[config.mk]
export PLATFORM = sky130hd
export DESIGN_NAME = tmsod_lane
export DESIGN_NICKNAME = d
export VERILOG_FILES = /design/src/rtl/tmsod_pkg.sv /design/src/rtl/tmsod_lane.sv
export SDC_FILE = /design/constraint.sdc
export NUM_CORES = 1
export LEC_CHECK = 0
export BUFFER_PORTS_ARGS = -buffer_cell sky130_fd_sc_hd__buf_4
export CAP_MARGIN = 20
export CORE_MARGIN = 8
export CORE_UTILIZATION = 55
export CTS_CLUSTER_DIAMETER = 50
export DETAILED_ROUTE_END_ITERATION = 16
export HOLD_SLACK_MARGIN = 0.05
export PLACE_DENSITY = 0.74
export SLEW_MARGIN = 25
export SYNTH_ARGS = -nofsm -noshare
export SYNTH_HDL_FRONTEND = slang
export SYNTH_SLANG_ARGS = --single-unit
[constraint.sdc]
create_clock -name clk_i -period 7.7 [get_ports clk_i]
set_input_delay 1.54 -clock clk_i [delete_from_list [all_inputs] [get_ports clk_i]]
set_output_delay 1.54 -clock clk_i [all_outputs]
set_load 0.02 [all_outputs]
[src/rtl/tmsod_pkg.sv]
// ----------------------------------------------------------------------------
// tmsod_pkg: shared types and constants of the thruster mixer
// Field widths, register indexes and the lane control bundle.
// ----------------------------------------------------------------------------
`default_nettype none

package tmsod_pkg;

  // slot counts fixed by the port list
  localparam int ThrusterSlots = 8;
  localparam int AxisSlots     = 6;

  // default active counts
  localparam int DefNumThrusters = 8;
  localparam int DefNumAxes      = 6;

  // field widths
  localparam int AxisW   = 16;
  localparam int CoefW   = 8;
  localparam int CoefRegW = CoefW * ThrusterSlots;
  localparam int ProdW   = AxisW + CoefW;
  localparam int FracW   = 15;
  localparam int TermW   = ProdW - FracW;
  localparam int MixW    = 11;
  localparam int ScaleW  = 16;
  localparam int ThrW    = 11;
  localparam int OutW    = 27;
  localparam int CfgIdxW = 3;

  localparam logic [ScaleW-1:0] ScaleReset = ScaleW'(1);

  // configuration register indexes
  typedef enum logic [CfgIdxW-1:0] {
    REG_COEF_AXIS_0    = 3'd0,
    REG_COEF_AXIS_1    = 3'd1,
    REG_COEF_AXIS_2    = 3'd2,
    REG_COEF_AXIS_3    = 3'd3,
    REG_COEF_AXIS_4    = 3'd4,
    REG_COEF_AXIS_5    = 3'd5,
    REG_FORCE_SCALE    = 3'd6,
    REG_CHANGE_THRESH  = 3'd7
  } cfg_reg_e;

  // per-request control into every lane
  typedef struct packed {
    logic clear;   // start a new sum
    logic acc_en;  // add one axis term
    logic chk_en;  // compare against last published value, scale
    logic commit;  // sum becomes the published value
  } lane_ctrl_t;

endpackage

`default_nettype wire

[src/rtl/tmsod_lane.sv]
// ----------------------------------------------------------------------------
// tmsod_lane: one thruster's mixing lane
// Steps through the axes with one 16x8 multiplier, rounds each term half away
// from zero, accumulates, checks the change and scales the sum.
// ----------------------------------------------------------------------------
`default_nettype none

module tmsod_lane (
  input  wire logic                               clk_i,
  input  wire logic                               rst_ni,
  input  wire tmsod_pkg::lane_ctrl_t              ctrl_i,
  input  wire logic signed [tmsod_pkg::AxisW-1:0] axis_i,
  input  wire logic signed [tmsod_pkg::CoefW-1:0] coef_i,
  input  wire logic [tmsod_pkg::ScaleW-1:0]       scale_i,
  input  wire logic [tmsod_pkg::ThrW-1:0]         thresh_i,
  output logic                                    trig_o,
  output logic signed [tmsod_pkg::OutW-1:0]       scaled_o,
  output logic signed [tmsod_pkg::MixW-1:0]       mix_o
);

  logic signed [tmsod_pkg::ProdW-1:0]  prod;
  logic signed [tmsod_pkg::ProdW-1:0]  biased;
  logic signed [tmsod_pkg::TermW-1:0]  term;
  logic signed [tmsod_pkg::MixW-1:0]   acc_q, acc_d;
  logic signed [tmsod_pkg::MixW-1:0]   last_q;
  logic signed [tmsod_pkg::MixW:0]     diff;
  logic [tmsod_pkg::MixW:0]            diff_abs;
  logic signed [tmsod_pkg::MixW+tmsod_pkg::ScaleW:0] scaled;
  logic                                trig_q;
  logic signed [tmsod_pkg::OutW-1:0]   scaled_q;

  // term = round(axis * coef / 2^15), half away from zero
  assign prod   = axis_i * coef_i;
  assign biased = prod + tmsod_pkg::ProdW'(1 << (tmsod_pkg::FracW - 1))
                - $signed({{(tmsod_pkg::ProdW-1){1'b0}}, prod[tmsod_pkg::ProdW-1]});
  assign term   = biased[tmsod_pkg::ProdW-1:tmsod_pkg::FracW];

  always_comb begin
    acc_d = acc_q;
    if (ctrl_i.clear) begin
      acc_d = '0;
    end else if (ctrl_i.acc_en) begin
      acc_d = acc_q + tmsod_pkg::MixW'(term);
    end
  end

  // change check and output scaling
  assign diff     = (tmsod_pkg::MixW+1)'(acc_q) - (tmsod_pkg::MixW+1)'(last_q);
  assign diff_abs = diff[tmsod_pkg::MixW] ? unsigned'(-diff) : unsigned'(diff);
  assign scaled   = acc_q * $signed({1'b0, scale_i});

  always_ff @(posedge clk_i or negedge rst_ni) begin
    if (!rst_ni) begin
      acc_q  <= '0;
      last_q <= '0;
      trig_q <= 1'b0;
    end else begin
      acc_q <= acc_d;
      if (ctrl_i.chk_en) begin
        trig_q <= diff_abs > {1'b0, thresh_i};
      end
      if (ctrl_i.commit) begin
        last_q <= acc_q;
      end
    end
  end

  always_ff @(posedge clk_i) begin
    if (ctrl_i.chk_en) begin
      scaled_q <= scaled[tmsod_pkg::OutW-1:0];
    end
  end

  assign trig_o   = trig_q;
  assign scaled_o = scaled_q;
  assign mix_o    = acc_q;

endmodule

`default_nettype wire

After elaboration in Yosys (flattened, before gate mapping)
Cells that the tools add are included.
- input bits: 57
- flip-flop bits (word level): 50
- logic and storage cells: 16
- multipliers: 2
- mux-type cells: 3
- $add $sub $neg: 5
- reductions and logical operators: 1
- order comparisons: 1
- operators with widths (operator ; number):
    11-bit by 17-bit multiplier with 27-bit output ; 1
    24-bit by 16-bit adder with 24-bit output, second input constant ; 1
    16-bit by 8-bit multiplier with 24-bit output ; 1
    24-bit by 2-bit subtractor with 24-bit output ; 1
    11-bit 2-to-1 mux ; 2
    12-bit by 11-bit greater-than comparator with 1-bit output ; 1
    12-bit 2-to-1 mux ; 1
    12-bit negator ; 1
    11-bit by 11-bit subtractor with 12-bit output ; 1
    11-bit by 9-bit adder with 11-bit output ; 1
    2-bit nonzero test ; 1

Depth between registers and ports, before layout
Gate-level depths: netlist (run 1).
- word-level depth: 6
- gate-level depth with buffers: 37
- depth with buffers taken out: 36

Worst setup path after synthesis (run 1)
Ideal clock, no wire load.
- path type: input to register
- start: in coef_i[7] (netlist name)
- end: reg acc_q (netlist bit mix_o[10])
- required time: 7575 ps
- setup time: 125 ps
- setup slack: -1270 ps
- path buffers: 1
- cell stages on the path: 36
- arrival time: 8845 ps
- cells stage by stage: inv_1 > buf_1 > nor2_1 > fa_1 > fa_1 > fa_1 > inv_1 > fa_1 > inv_1 > ha_1 > a2111oi_0 > o21ai_1 > and2_1 > a21oi_1 > o21bai_1 > xor2_1 > inv_1 > ha_1 > a21o_1 > a21oi_1 > o21ai_0 > a31oi_1 > nand2_1 > xor2_1 > ha_1 > fa_1 > a21oi_1 > o21bai_1 > a21o_1 > a21oi_1 > o21ai_0 > a31oi_1 > xnor2_1 > and3_1 > o21ai_2 > mux2_4
- cells in the longest elaborated chain, start to end: 6
- ends and longest elaborated chain (element ; line ; source):
    from (decl) ; tmsod_lane.sv:13 ; input wire logic signed [tmsod_pkg::CoefW-1:0] coef_i,
    16-bit by 8-bit multiplier with 24-bit output (*) ; tmsod_lane.sv:33 ; assign prod = axis_i * coef_i;
    24-bit by 16-bit adder with 24-bit output ; tmsod_lane.sv:34 ; assign biased = prod + tmsod_pkg::ProdW'(1 << (tmsod_pkg::FracW - 1))
    24-bit by 2-bit subtractor with 24-bit output (*) ; tmsod_lane.sv:35 ; - $signed({{(tmsod_pkg::ProdW-1){1'b0}}, prod[tmsod_pkg::ProdW-1]});
    11-bit by 9-bit adder with 11-bit output (*) ; tmsod_lane.sv:43 ; acc_d = acc_q + tmsod_pkg::MixW'(term);
    11-bit 2-to-1 mux (*) ; tmsod_lane.sv:42 ; end else if (ctrl_i.acc_en) begin
    11-bit 2-to-1 mux (*) ; tmsod_lane.sv:40 ; if (ctrl_i.clear) begin
    to (signal assigned) ; tmsod_lane.sv:54 ; acc_q <= '0;
    to (signal assigned) ; tmsod_lane.sv:58 ; acc_q <= acc_d;
    to (decl) ; tmsod_lane.sv:24 ; logic signed [tmsod_pkg::MixW-1:0] acc_q, acc_d;
Every way passes the cells marked *; elsewhere a longest branch is shown, timed or not. The select of a mux whose other input is x is not followed.
A chain may end at the register's enable or synchronous reset.

Worst setup path after layout (run 1)
Same ends and word-level chain as after synthesis.

==> results of run 1 <==
==> cell usage after synthesis, types with 11 or more instances <==
cell,number
a21o_1,26
a21oi_1,53
and2_1,172
clkbuf_1,44
dfrtp_1,23
edfxtp_1,27
fa_1,231
ha_1,176
inv_1,331
nand2_1,144
nand2b_1,24
nor2_1,64
nor2b_1,11
nor3_1,18
o21ai_0,42
o21bai_1,14
xnor2_1,54
xor2_1,17
==> metal layers <==
metal / vias to the layer above / global-route usage / wire, um
li1: 5416 / - / -
met4: 0 / 0.0574 / 660
met5: - / 0 / 0
met3: 50 / 0.0207 / 1370
met1: 5487 / 0.261 / 13600
met2: 247 / 0.383 / 16200
==> repair_timing <==
action,CTS,global route
gates resized for setup,25,15
pin swaps,34,22
endpoints found under the setup margin,6,7
setup buffers,12,1
==> cell type report <==
class                           count  area share
Clock buffer                        6     0.00767
Sequential cell                    50      0.0825
Multi-Input combinational cell   1170       0.696
Clock inverter                      2    0.000819
Inverter                          331      0.0742
Timing Repair Buffer              252       0.114
Tap cell                          330      0.0246
==> worst max-delay path: cells and delay by family <==
family                     cells  cell delay, ns
AOI/OAI and AO/OA             11            2.06
xor gates and xnor gates       2            0.32
adders and majority gates      7            2.71
buffers and inverters          6            0.64
muxes                          1            0.29
and+or+nand+nor                5            0.83
==> through the flow <==
stage / utilization / worst slack, ns / instance area, um^2
4_1_cts: 0.664 / -0.510 / 16800
5_1_grt: 0.665 / -0.869 / 16800
3_3_place_gp: 0.650 / -0.808 / 16400
6_report: 0.665 / -0.513 / 16800
3_5_place_dp: 0.650 / -0.955 / 16400
2_1_floorplan: - / -0.513 / 14400
==> kinds of logic (layout without fill, tap and decap cells) <==
logic type | Yosys count | in the layout
flops | 50 | 50
compound gates | 203 | 203
buf+inv | 377 | 591
xor+xnor | 72 | 72
fa+ha+maj | 407 | 407
simple gates | 476 | 476
mux | 12 | 12
==> worst paths after layout <==
path	to	slack (ns)	depth (start not counted)
max	mix_o[10]	-0.51	32
min	trig_o	0.52	2
max reg2reg	scaled_o[25]	1.36	19
min reg2reg	trig_o	0.52	2
max in group asynchronous	last_q[9]	6.31	1
min in group asynchronous	trig_o	1.13	1
==> sequential cells by signal (all words and copies together), names as in the netlist <==
name,cells
trig_o,1
last_q,11
scaled_o,27
mix_o,11
==> run summary, run 1 <==
Die ar.: 31200 um^2
Netlist cell types: 63
Setup CP Type: input pin to register
Final TNS setup: -1.03 ns
Slew @ Worst Pin: 0.961 ns
DP HPWL: 26900 um
Synth Flop Type: edfxtp_1
Hold Path Class: register to register
Post-synthesis simple-gate area fraction: 0.172
Seq cells post-synth: 50
I/O pins: 96
Antenna Nets Post-Route: 0
GRT Resource Usage Total: 0.210
Vias after detailed routing: 11200
Largest net degree at the start of global routing: 31
GRT Residual Overflow: 0
Antenna violations before repair: 0
Worst path slowest cell: fa_1
Seq. cell area: 1390 um^2
Syn Std Cell Area: 14200 um^2
Core ar.: 25300 um^2
Count of final setup violators: 4
Multi-input gate area: 11700 um^2
Share of cells above drive strength 1: 0.181
# clock sinks: 50
Fmax: 122 MHz
Die Y: 177 um
CTS Buf Count: 5
Worst-path clk slew: 0.07 ns
Xor/xnor share of the synthesized area: 0.0455
WHS: 0.521 ns
DRT iter0 DRCs: 545
Fin nets: 2274
Crit path capture type: register
Fin crit share: 1.07
Final WS setup: -0.513 ns
Commonest non-fill, non-tap cells in the layout: 326 x inv_1, 245 x buf_4, 227 x fa_1
First-pass GRT wire length: 55000 um
Seq/Total Area, Yosys: 0.0977
Synth area leader: fa_1
Setup crit start: coef_i[7]
CP peak stage delay: 0.49 ns
Top cells by area, synth: fa_1 33%, ha_1 16%, inv_1 8.8%
Failing checks: setup timing
Post-synthesis adder-cell area fraction: 0.481
Final Hold Vio Count: 0
Slew headroom: 0.360
Final wirelength: 31900 um
# port buffers: 95
Slew Limit Fails: 0
Post-route minimum period: 8.21 ns
Origin of the critical flop-to-flop path: mix_o[3]
CP max FO: 10
Layout area overhead: 18.5%
EDFF count, synth: 27
CTS H-tree depth: 2
Mapped Avg Cell Area: 8.88 um^2
DR pass1 iterations: 5
Most common cell on crit path: fa_1
Max cap viols: 0
Hold Path Origin: trig_o
CTS tree: built
Status: complete, but fails checks
Most common cell after layout, fill and taps aside: inv_1
Syn Nets: 2061
Hold_buf cts: 0
Critical path required time: 7.88 ns
Cells after Synth: 1597
Vias in the first global route: 11900
Mux contribution to synthesized area: 0.00891
Final instance count without filler cells: 2141
Yosys top cell area share: 0.326
Post-placement cell count: 2129
RSZ-0062 raised after global routing: true
Cell Rows: 58
Data arrival, critical path: 8.39 ns
Clk_lat worst skew: 0.30 ns
Root Buffer: clkbuf_16
Clock tree buffer depth: 2
Initial Util: 0.562
Fill count: 2019
Final Skew: 0.0118 ns
CP startpoint kind: input pin
GP Congestion: 0.870
WL/cell: 14.9 um
Syn. warnings: 0
Synth async-reset ratio: 0.460
Compound-Gate Fraction of Synth Area: 0.0947
# diodes: 0
DRC violations left: 0
Via density: 5.23
Largest family of logic cells by synthesized area: adder cells
Die span in x: 177 um
Power of run 1 is left out: the tool's default activity adds up to more than one toggle a clock period on the data nets, which glitch-free logic cannot reach.
==> inputs of run 2 (changes only) <==
Settings changed: CORE_ASPECT_RATIO from default to 1.25.
==> run summary, run 2 (synthesis results as in run 1) <==
Count of final setup violators: 4 (unchanged)
Die Y: 196 um (+11%)
Slew Limit Fails: 0 (unchanged)
Root Buffer: clkbuf_16
Most common cell on crit path: buf_4
CP Buf/Inv Count: 7 (+1)
Core ar.: 25300 um^2 (+0.15%)
Crit path capture type: register
I/O pins: 96 (unchanged)
Via density: 5.22 (-0.28%)
GP Congestion: 0.873 (+0.44%)
CTS tree: built
DR pass1 iterations: 4 (-1)
Cells on worst reg2reg path: 19 (unchanged)
Fin nets: 2292 (+0.79%)
CP peak stage delay: 0.56 ns (+0.07 ns)
Fmax: 122 MHz (+0.28%)
Fin crit share: 1.06 (-0.00296)
Share of cells above drive strength 1: 0.195 (+0.0141)
CP delay by family, top: adder cells
Status: complete, but fails checks
Antenna Nets Post-Route: 0 (unchanged)
WHS Path Cells: 2 (unchanged)
DRT iter0 DRCs: 370 (-32%)
Clock tree buffer depth: 2 (unchanged)
Die ar.: 31200 um^2 (+0.10%)
GRT Residual Overflow: 0 (unchanged)
Final wirelength: 32900 um (+3.3%)
Largest net degree at the start of global routing: 31 (unchanged)
CP startpoint kind: input pin
Max reg flops: 27 (unchanged)
Final WS setup: -0.491 ns (+0.0228 ns)
Commonest non-fill, non-tap cells in the layout: 326 x inv_1, 261 x buf_4, 228 x fa_1
Cell Rows: 65 (+12%)
Initial Util: 0.561 (-0.000861)
# diodes: 0 (unchanged)
Hold Path Class: register to register
Critical path required time: 7.90 ns (+0.02 ns)
# port buffers: 95 (unchanged)
CTS H-tree depth: 2 (unchanged)
WL/cell: 15.2 um (+2.2%)
Slew @ Worst Pin: 0.936 ns (-0.0242 ns)
# clock sinks: 50 (unchanged)
Die span in x: 160 um (-9.6%)
Antenna violations before repair: 0 (unchanged)
Hold_buf cts: 0 (unchanged)
Final Skew: 0.00625 ns (-0.00551 ns)
Data arrival, critical path: 8.39 ns (about the same)
CTS Buf Count: 5 (unchanged)
GRT Resource Usage Total: 0.218 (+0.00751)
Post-placement cell count: 2147 (+0.85%)
CP max FO: 6 (-4)
Worst-path clk slew: 0.07 ns (about the same)
Layout area overhead: 20.2%
Setup CP Type: input pin to register
Most common cell after layout, fill and taps aside: inv_1
DP HPWL: 27800 um (+3.4%)
Final instance count without filler cells: 2164 (+1.1%)
First-pass GRT wire length: 56600 um (+2.9%)
Failing checks: setup timing
RSZ-0062 raised after global routing: true
Clk_lat worst skew: 0.31 ns (about the same)
Final Hold Vio Count: 0 (unchanged)
Post-place setup slack: -1.01 ns (-0.0579 ns)
DRC violations left: 0 (unchanged)
Worst path slowest cell: fa_1
Post-route minimum period: 8.19 ns (-0.0228 ns)
Vias in the first global route: 12300 (+3.2%)
Crit path depth: 33 (+3.1%)
Max cap viols: 0 (unchanged)
Vias after detailed routing: 11300 (+0.79%)
Slew headroom: 0.376 (+0.0161)
==> run 2: changes by cell type in the layout (fill, tap and decap cells not counted), sizes merged <==
cell | before | now
inv | 330 | 332
clkinv | 2 | 0
buf | 252 | 270
==> run 2: cell type report <==
class | count | area [um^2]
inverters | 331 | 1250
well taps | 335 | 419
clock inverters | 2 | 17.5
flip-flops and latches | 50 | 1390
clock buffers | 6 | 150
fillers | 2037 | 8250
multi-input cells | 1170 | 11800
repair buffers | 270 | 2070
==> run 2: layer usage <==
| layer | share of wire | up-vias | track usage |
|---|---|---|---|
| met5 | 0 | - | 0 |
| met4 | 0.036 | 0 | 0.0893 |
| met3 | 0.027 | 57 | 0.0152 |
| met2 | 0.56 | 204 | 0.434 |
| met1 | 0.38 | 5574 | 0.231 |
| li1 | - | 5454 | - |
==> run 2: final timing paths <==
path                            from      endpoint  slack [ns]
max                        axis_i[6]     mix_o[10]       -0.49
min                           trig_o        trig_o        0.52
min reg2reg                   trig_o        trig_o        0.52
max in group asynchronous     rst_ni     last_q[0]        6.36
max reg2reg                 mix_o[2]  scaled_o[26]        1.32
min in group asynchronous     rst_ni    last_q[10]        1.11
==> run 2: per-stage QoR <==
step                      utilization  TNS [ns]  hold WS (ns)  cell area [um^2]
after floorplan                     -    -0.671         0.485             14400
after global placement          0.654     -3.00         0.485             16500
after detailed placement        0.654     -4.44         0.506             16500
after CTS                       0.670     -1.01         0.523             17000
after global routing            0.674     -2.75         0.539             17000
final                           0.674     -1.01         0.517             17000
==> run 2: what timing repair did <==
item                                    CTS  global route
buffers inserted                         11             3
endpoints found under the setup margin    6             7
hold endpoints to repair                  0             0
pin swaps                                35             8
gates resized for setup                  35            19
==> run 2: worst min-delay path: cells and delay by family, from the launching register on <==
kind | cells | cell delay, ns
DFF | 1 | 0.35
and+or+nand+nor | 2 | 0.13
Power of run 2 is left out for the same reason.
